## src/sv/vgbs_pkg.sv

```systemverilog
package vgbs_pkg;

  // action codes
  localparam logic [1:0] ACT_WRITE  = 2'd0;
  localparam logic [1:0] ACT_READ   = 2'd1;
  localparam logic [1:0] ACT_SAMPLE = 2'd2;
  localparam logic [1:0] ACT_CLEAR  = 2'd3;

  // status codes
  localparam logic [1:0] ST_OK    = 2'd0;
  localparam logic [1:0] ST_EMPTY = 2'd1;
  localparam logic [1:0] ST_OOB   = 2'd2;

  // register indexes
  localparam logic [7:0] REG_WIDTH  = 8'd0;
  localparam logic [7:0] REG_HEIGHT = 8'd1;

  localparam logic [7:0] SIZE_RESET = 8'd128;

  // width of the linear cell index before trimming to the store depth
  localparam int IDX_W = 18;

  // which neighbor cell an address refers to
  typedef enum logic [1:0] {
    SEL_A,
    SEL_B,
    SEL_C,
    SEL_D
  } addr_sel_t;

  // step of the shared blend unit
  typedef enum logic [2:0] {
    LS_TOPX,
    LS_TOPY,
    LS_BOTX,
    LS_BOTY,
    LS_RX,
    LS_RY
  } lerp_step_t;

  // how the result registers are set
  typedef enum logic [2:0] {
    RES_NONE,
    RES_OK,
    RES_EMPTY,
    RES_OOB,
    RES_READ
  } res_op_t;

  typedef struct packed {
    logic       load_in;
    logic       prep;
    logic       mem_wr;
    logic       rd_en;
    addr_sel_t  addr_sel;
    logic       clr_start;
    logic       clr_step;
    logic       lerp_en;
    lerp_step_t lerp_step;
    res_op_t    res_op;
    logic       out_load;
  } cmd_t;

  typedef struct packed {
    logic [1:0] act;
    logic       empty;
    logic       oob;
    logic       clr_last;
    logic       out_free;
  } sts_t;

endpackage

```

## src/sv/vgbs_ctrl.sv

```systemverilog
module vgbs_ctrl (
  input  logic          clk,
  input  logic          rst,
  input  logic          in_valid,
  output logic          in_stall,
  input  vgbs_pkg::sts_t sts,
  output vgbs_pkg::cmd_t cmd
);

  typedef enum logic [3:0] {
    S_CLR,
    S_IDLE,
    S_PREP,
    S_EXEC,
    S_RD1,
    S_RD2,
    S_RD3,
    S_RDW,
    S_RDDONE,
    S_L1,
    S_L2,
    S_L3,
    S_L4,
    S_L5,
    S_L6,
    S_FIN
  } state_t;

  state_t state;
  state_t state_next;
  logic   clr_reply;
  logic   clr_reply_next;

  assign in_stall = (state != S_IDLE);

  // next state and commands
  always_comb begin
    state_next     = state;
    clr_reply_next = clr_reply;
    cmd            = '0;
    cmd.addr_sel   = vgbs_pkg::SEL_A;
    cmd.lerp_step  = vgbs_pkg::LS_TOPX;
    cmd.res_op     = vgbs_pkg::RES_NONE;
    case (state)
      S_CLR: begin
        cmd.clr_step = 1'b1;
        if (sts.clr_last) begin
          state_next = clr_reply ? S_FIN : S_IDLE;
        end
      end
      S_IDLE: begin
        if (in_valid) begin
          cmd.load_in = 1'b1;
          state_next  = S_PREP;
        end
      end
      S_PREP: begin
        cmd.prep   = 1'b1;
        state_next = S_EXEC;
      end
      S_EXEC: begin
        if (sts.act == vgbs_pkg::ACT_CLEAR) begin
          cmd.clr_start  = 1'b1;
          cmd.res_op     = vgbs_pkg::RES_OK;
          clr_reply_next = 1'b1;
          state_next     = S_CLR;
        end else if (sts.empty) begin
          cmd.res_op = vgbs_pkg::RES_EMPTY;
          state_next = S_FIN;
        end else if (sts.act != vgbs_pkg::ACT_SAMPLE && sts.oob) begin
          cmd.res_op = vgbs_pkg::RES_OOB;
          state_next = S_FIN;
        end else if (sts.act == vgbs_pkg::ACT_WRITE) begin
          cmd.mem_wr = 1'b1;
          cmd.res_op = vgbs_pkg::RES_OK;
          state_next = S_FIN;
        end else begin
          cmd.rd_en  = 1'b1;
          state_next = (sts.act == vgbs_pkg::ACT_SAMPLE) ? S_RD1 : S_RDW;
        end
      end
      S_RD1: begin
        cmd.rd_en    = 1'b1;
        cmd.addr_sel = vgbs_pkg::SEL_B;
        state_next   = S_RD2;
      end
      S_RD2: begin
        cmd.rd_en    = 1'b1;
        cmd.addr_sel = vgbs_pkg::SEL_C;
        state_next   = S_RD3;
      end
      S_RD3: begin
        cmd.rd_en    = 1'b1;
        cmd.addr_sel = vgbs_pkg::SEL_D;
        state_next   = S_RDW;
      end
      S_RDW: begin
        state_next = (sts.act == vgbs_pkg::ACT_SAMPLE) ? S_L1 : S_RDDONE;
      end
      S_RDDONE: begin
        cmd.res_op = vgbs_pkg::RES_READ;
        state_next = S_FIN;
      end
      S_L1: begin
        cmd.lerp_en   = 1'b1;
        cmd.lerp_step = vgbs_pkg::LS_TOPX;
        state_next    = S_L2;
      end
      S_L2: begin
        cmd.lerp_en   = 1'b1;
        cmd.lerp_step = vgbs_pkg::LS_TOPY;
        state_next    = S_L3;
      end
      S_L3: begin
        cmd.lerp_en   = 1'b1;
        cmd.lerp_step = vgbs_pkg::LS_BOTX;
        state_next    = S_L4;
      end
      S_L4: begin
        cmd.lerp_en   = 1'b1;
        cmd.lerp_step = vgbs_pkg::LS_BOTY;
        state_next    = S_L5;
      end
      S_L5: begin
        cmd.lerp_en   = 1'b1;
        cmd.lerp_step = vgbs_pkg::LS_RX;
        state_next    = S_L6;
      end
      S_L6: begin
        cmd.lerp_en   = 1'b1;
        cmd.lerp_step = vgbs_pkg::LS_RY;
        state_next    = S_FIN;
      end
      S_FIN: begin
        if (sts.out_free) begin
          cmd.out_load = 1'b1;
          state_next   = S_IDLE;
        end
      end
      default: begin
        state_next = S_IDLE;
      end
    endcase
  end

  // state register
  always_ff @(posedge clk) begin
    if (rst) begin
      state     <= S_CLR;
      clr_reply <= 1'b0;
    end else begin
      state     <= state_next;
      clr_reply <= clr_reply_next;
    end
  end

`ifndef SYNTHESIS
  a_one_item: assert property (@(posedge clk) disable iff (rst)
    (in_valid && !in_stall) |=> in_stall)
    else $error("input taken while an item is in flight");

  a_port_conflict: assert property (@(posedge clk) disable iff (rst)
    !((cmd.mem_wr || cmd.clr_step) && cmd.rd_en))
    else $error("store read and write in one cycle");

  a_reset_sweep: assert property (@(posedge clk) disable iff (rst)
    $past(rst) |-> (in_stall && cmd.clr_step))
    else $error("no clearing sweep after reset");
`endif

endmodule

```

## config.mk

```make
export PLATFORM = sky130hd
export DESIGN_NAME = vgbs_ctrl
export DESIGN_NICKNAME = d
export VERILOG_FILES = /design/src/sv/vgbs_pkg.sv /design/src/sv/vgbs_ctrl.sv
export SDC_FILE = /design/constraint.sdc
export NUM_CORES = 1
export LEC_CHECK = 0
export ABC_AREA = 1
export BUFFER_PORTS_ARGS = -buffer_cell sky130_fd_sc_hd__buf_2
export CORE_AREA = 2 2 39 41
export DETAILED_ROUTE_END_ITERATION = 7
export DIE_AREA = 0 0 41 43
export PLACE_DENSITY = 0.69
export SETUP_SLACK_MARGIN = 0.3
export SYNTH_ARGS = -nofsm -noshare
export SYNTH_HDL_FRONTEND = slang
export SYNTH_SLANG_ARGS = --single-unit
```

## constraint.sdc

```tcl
create_clock -name clk -period 1.35 [get_ports clk]
set_input_delay 0.27 -clock clk [delete_from_list [all_inputs] [get_ports clk]]
set_output_delay 0.27 -clock clk [all_outputs]
set_load 0.02 [all_outputs]
```

=== After elaboration in Yosys (flattened, before gate mapping) ===
Cells that the tools add are included.

* Reduce and logical (&&, ||, !) cells: 7
* Multiplexer cells: 33
* Equality and inequality tests: 22

{| class="wikitable"
|+ Operators by type and width
! kind !! count
|-
| 4-bit case mux with 15 select lines || 1
|-
| 4-bit equality test, second input constant || 8
|-
| 4-bit 2-to-1 mux || 8
|-
| 4-bit case mux with 6 select lines || 1
|-
| 4-bit by 3-bit equality test with 1-bit output, second input constant || 4
|-
| 2-bit 2-to-1 mux || 7
|-
| 1-bit 2-to-1 mux || 13
|-
| 4-bit by 2-bit equality test with 1-bit output, second input constant || 2
|-
| 2-bit != test, second input constant || 4
|-
| 2-bit case mux with 3 select lines || 1
|-
| 3-bit case mux with 2 select lines || 1
|-
| 2-bit equality test, second input constant || 2
|-
| 4-bit by 1-bit equality test with 1-bit output, second input constant || 1
|-
| 4-bit logical NOT || 1
|-
| 4-bit by 1-bit != test with 1-bit output, second input constant || 1
|-
| 3-bit AND reduction || 1
|-
| 3-bit OR reduction || 1
|-
| 2-bit logical NOT || 1
|-
| 1-bit case mux with 2 select lines || 1
|-
| 2-bit AND reduction || 1
|-
| 2-bit OR reduction || 1
|-
| 1-bit logical AND || 1
|}

* Logic and storage cells: 64
* Bits of input ports: 9
* Output and inout port bits: 17
* Bits in registers: 5

=== Depth between registers and ports, before layout ===
* Word-level depth: 7
* Mapped depth: 8
* Depth with buffers taken out: 8

=== Least setup slack after synthesis ===
OpenSTA, ideal clock, no wires.

* Path type: register -> output
* Start point: reg state[0]
* End point: out cmd[13] in the netlist's numbering
* Setup slack: -0.079 ns
* Buffers on the path: 0
* Cell stages (with the launch flop): 5
* Data required time: 1.080 ns
* Data arrival time: 1.159 ns
* Cell sequence: dfxtp_1 -> nand2_4 -> nor2_1 -> nand2_1 -> nor4_2

{| class="wikitable"
|+ RTL lines
! item !! RTL line !! text
|-
| start, declared || vgbs_ctrl.sv:29 || <nowiki>state_t state;</nowiki>
|-
| start signal, assigned || vgbs_ctrl.sv:152 || <nowiki>state <= state_next;</nowiki>
|-
| end, declared || vgbs_ctrl.sv:7 || <nowiki>output vgbs_pkg::cmd_t cmd</nowiki>
|}

==> reports/metrics.csv <==
stage,metric,value,unit
critical_path,flop-to-flop setup slack,-170,ps
detailed_routing,first-iteration detailed-routing DRC count,24,
final_layout,area of the multi-input gates,623,um2
critical_path,startpoint kind of the worst setup timing path,flop,
min_path,class of the tightest hold or removal check,in -> reg,
pwr,static leakage,0.644,nW
synthesis,Mapped Nets,113,
detailed_routing,count of TritonRoute iterations in the first routing pass,4,
critical_path,data required time of the worst path,1080,ps
global_route,total global routing track utilization,29.1,%
clocking,Max H-tree Level,1,
run_status,result of the run,"finished, violations left",
critical_path,CP Capture Type,output port,
final_layout,antenna diode count,0,
global_route,vias in the first global route,843,
floorplan,die span in y,43,um
timing,Fin Clk Skew,5.54,ps
timing,minimum period implied by the final worst setup slack,1590,ps
timing,final hold violation count,0,
timing,Tightest Pin Transition,307,ps
synthesis,synthesized area,556,um2
global_route,number of antenna violations at the first check in global routing,0,
pwr,part of the total power dissipated in sequential elements,10.9,%
synthesis,library cells used by synthesis,19,
detailed_routing,vias per std cell,5.53,
pwr,part of the power in the clock network,5.1,%
final_layout,Nets,167,
floorplan,Placement Rows,14,
run_status,failing checks,negative setup slack,
clocking,clock root buffer master,sky130_fd_sc_hd__clkbuf_4,
critical_path,critical setup path kind,reg -> out,
place,HPWL Detailed,1610,um
clocking,worst skew pair latency,240,ps
pwr,sw frac,53.0,%
critical_path,CP cell instances,nor2_4 -> nand2_8 -> nor2_4 -> inv_2 -> nor2_4 -> buf_6,
final_layout,area taken by flip-flops and latches,115,um2
synthesis,post-synthesis area per instance,5.34,um2
critical_path,"Slowest-stage cell, CP",sky130_fd_sc_hd__dfxtp_4,
timing,post-route fraction of the period consumed by the critical path,118,%
floorplan,I/O pin cnt,26,
timing,worst slew slack as a fraction of its limit,79.5,%
floorplan,core outline area,1380,um2
clocking,total clock sinks,5,
floorplan,initial core utilization,40.1,%
global_route,wire length of the first global-routing pass,3530,um
floorplan,die span in x,41,um
critical_path,data arrival time of the critical path,1320,ps
clocking,"Reg clk slew, reported paths",50,ps
final_layout,count of filler cells inserted in the layout,42,
detailed_routing,via count,956,
clocking,deepest clock path buffer count,2,
timing,max frequency,630,MHz
floorplan,die outline area,1760,um2
global_route,total congestion overflow after global routing,0,
detailed_routing,overall routed net length,3020,um
critical_path,crit-path max FO,4,
global_route,maximum number of pins on one net before global-route repair,8,
timing,RSZ-0062 raised after global routing,yes,
run,total of max-cap violations,0,
clocking,TritonCTS buffer count,3,
pwr,peak supply drop,0.00236,V
timing,Final Worst Setup Slack,-238,ps
final_layout,"most common cell after layout, fill and taps aside",sky130_fd_sc_hd__buf_6,
critical_path,cell seen most often among critical-path stages,sky130_fd_sc_hd__nor2_4,
synthesis,sequential element share of the synthesized area,18.0,%
final_layout,highest-count cells in the layout ignoring fill and taps,"sky130_fd_sc_hd__buf_6 (22), sky130_fd_sc_hd__buf_4 (19), sky130_fd_sc_hd__nand2_1 (14), sky130_fd_sc_hd__nor2_4 (14), sky130_fd_sc_hd__nor2_1 (12)",
timing,Finish-stage setup viols,18,
pwr,cell-internal power,1.59,mW
pwr,total design power,3.39,mW
final_layout,ratio of cells with drive above 1 in the final layout,66.9,%
detailed_routing,average wire per standard cell,17.5,um
synthesis,register bit count reported by yosys,5,
place,routability cong.,0.770,
pwr,power density relative to cell area,2590,nW/um2
timing,Max Slew Vio Count,0,
final_layout,P&R area growth vs syn,135,%
place,IO Port Bufs,25,
timing,aggregate negative setup slack,-2660,ps
clocking,TritonCTS clock tree,yes,
detailed_routing,DRC viols,0,
synthesis,number of synthesis warnings,0,
critical_path,max incr delay on CP,370,ps
pwr,net switching power,1.79,mW
synthesis,synthesized instance count,104,
pwr,relative contribution of combinational cells to total power,83.9,%
detailed_routing,Detail Route Antenna Nets,0,
per-layer routing:
metal / wire length (um) / part of all wire [%] / vias to the layer above / track usage, %
met5: 0 / 0 / - / 0
met4: 179 / 5.9 / 0 / 14.0
met3: 207 / 6.9 / 20 / 3.66
met2: 1550 / 51 / 69 / 49.7
met1: 1080 / 36 / 437 / 33.0
li1: - / - / 430 / -
power groups by stage:
stage                     Sequential, mW  Combinational, mW  Clock [mW]
after floorplan                    0.368               1.16           0
after global routing               0.379               2.98       0.181
after detailed placement           0.341               1.86           0
after global placement             0.335               1.82           0
after CTS                          0.357               2.23       0.181
final                              0.370               2.84       0.174
worst paths after layout:
check,cells past startpoint,from,end
max,6,state[3]$_SDFFE_PP0P_,cmd[2]
min,3,rst,clr_reply$_SDFFE_PP0P_
max reg2reg,10,state[3]$_SDFFE_PP0P_,state[0]$_SDFFE_PP0P_
min reg2reg,1,clr_reply$_SDFFE_PP0P_,clr_reply$_SDFFE_PP0P_
area by class of cell:
class	count	share of cell area (%)
sequential	5	8.80
timing repair buffer	49	32.9
multi-input combinational	79	47.7
clock buffer	4	2.01
tap	16	1.53
inverter	20	7.08
cell families after synthesis:
logic type | Yosys count | synth area share, %
flops | 5 | 18.0
simple gates | 69 | 57.2
compound gates | 10 | 10.4
buf+inv | 20 | 14.4
critical path, delay by kind of cell (launching register included):
| kind | cells | cell delay [ps] |
|---|---|---|
| simple gates | 4 | 530 |
| flops | 1 | 370 |
| buf+inv | 2 | 180 |
synthesized netlist by cell type:
master	count	area, um2
sky130_fd_sc_hd__inv_2	6	22.5
sky130_fd_sc_hd__a211oi_1	1	7.51
sky130_fd_sc_hd__nand2_4	2	22.5
sky130_fd_sc_hd__nor2_4	2	22.5
sky130_fd_sc_hd__o21a_1	1	7.51
sky130_fd_sc_hd__nor2_2	1	6.26
sky130_fd_sc_hd__nor2_1	24	90.1
sky130_fd_sc_hd__o22ai_1	2	12.5
sky130_fd_sc_hd__nand4_1	2	12.5
sky130_fd_sc_hd__nand2_1	28	105
sky130_fd_sc_hd__nand3_1	7	35.0
sky130_fd_sc_hd__nor3_1	1	5.00
sky130_fd_sc_hd__o21ai_0	4	20.0
sky130_fd_sc_hd__dfxtp_1	5	100
sky130_fd_sc_hd__clkinv_4	1	8.76
sky130_fd_sc_hd__nand2_2	1	6.26
sky130_fd_sc_hd__nor4_2	1	12.5
sky130_fd_sc_hd__inv_1	13	48.8
sky130_fd_sc_hd__a21oi_1	2	10.0
flip-flops by register name (all words and copies together) (netlist names):
signal	flops
state	4
clr_reply	1
metrics by stage:
step	util (%)	worst slack (ps)	cells	cell area [um2]	hold slack, ps
floorplan	-	-4.69	104	717	441
global placement	71.0	-2.88	161	982	457
detailed placement	71.0	-33.0	161	982	466
CTS	85.5	-192	168	1180	297
global route	94.5	-276	173	1310	322
finish	94.5	-238	173	1310	314
timing repair:
action | CTS | global route
hold buffers | 0 | 0
pin swaps | 12 | 5
endpoints found under the setup margin | 21 | 22
gates resized for setup | 46 | 22
setup buffers | 3 | 5
(Power assumes the default switching activity.)
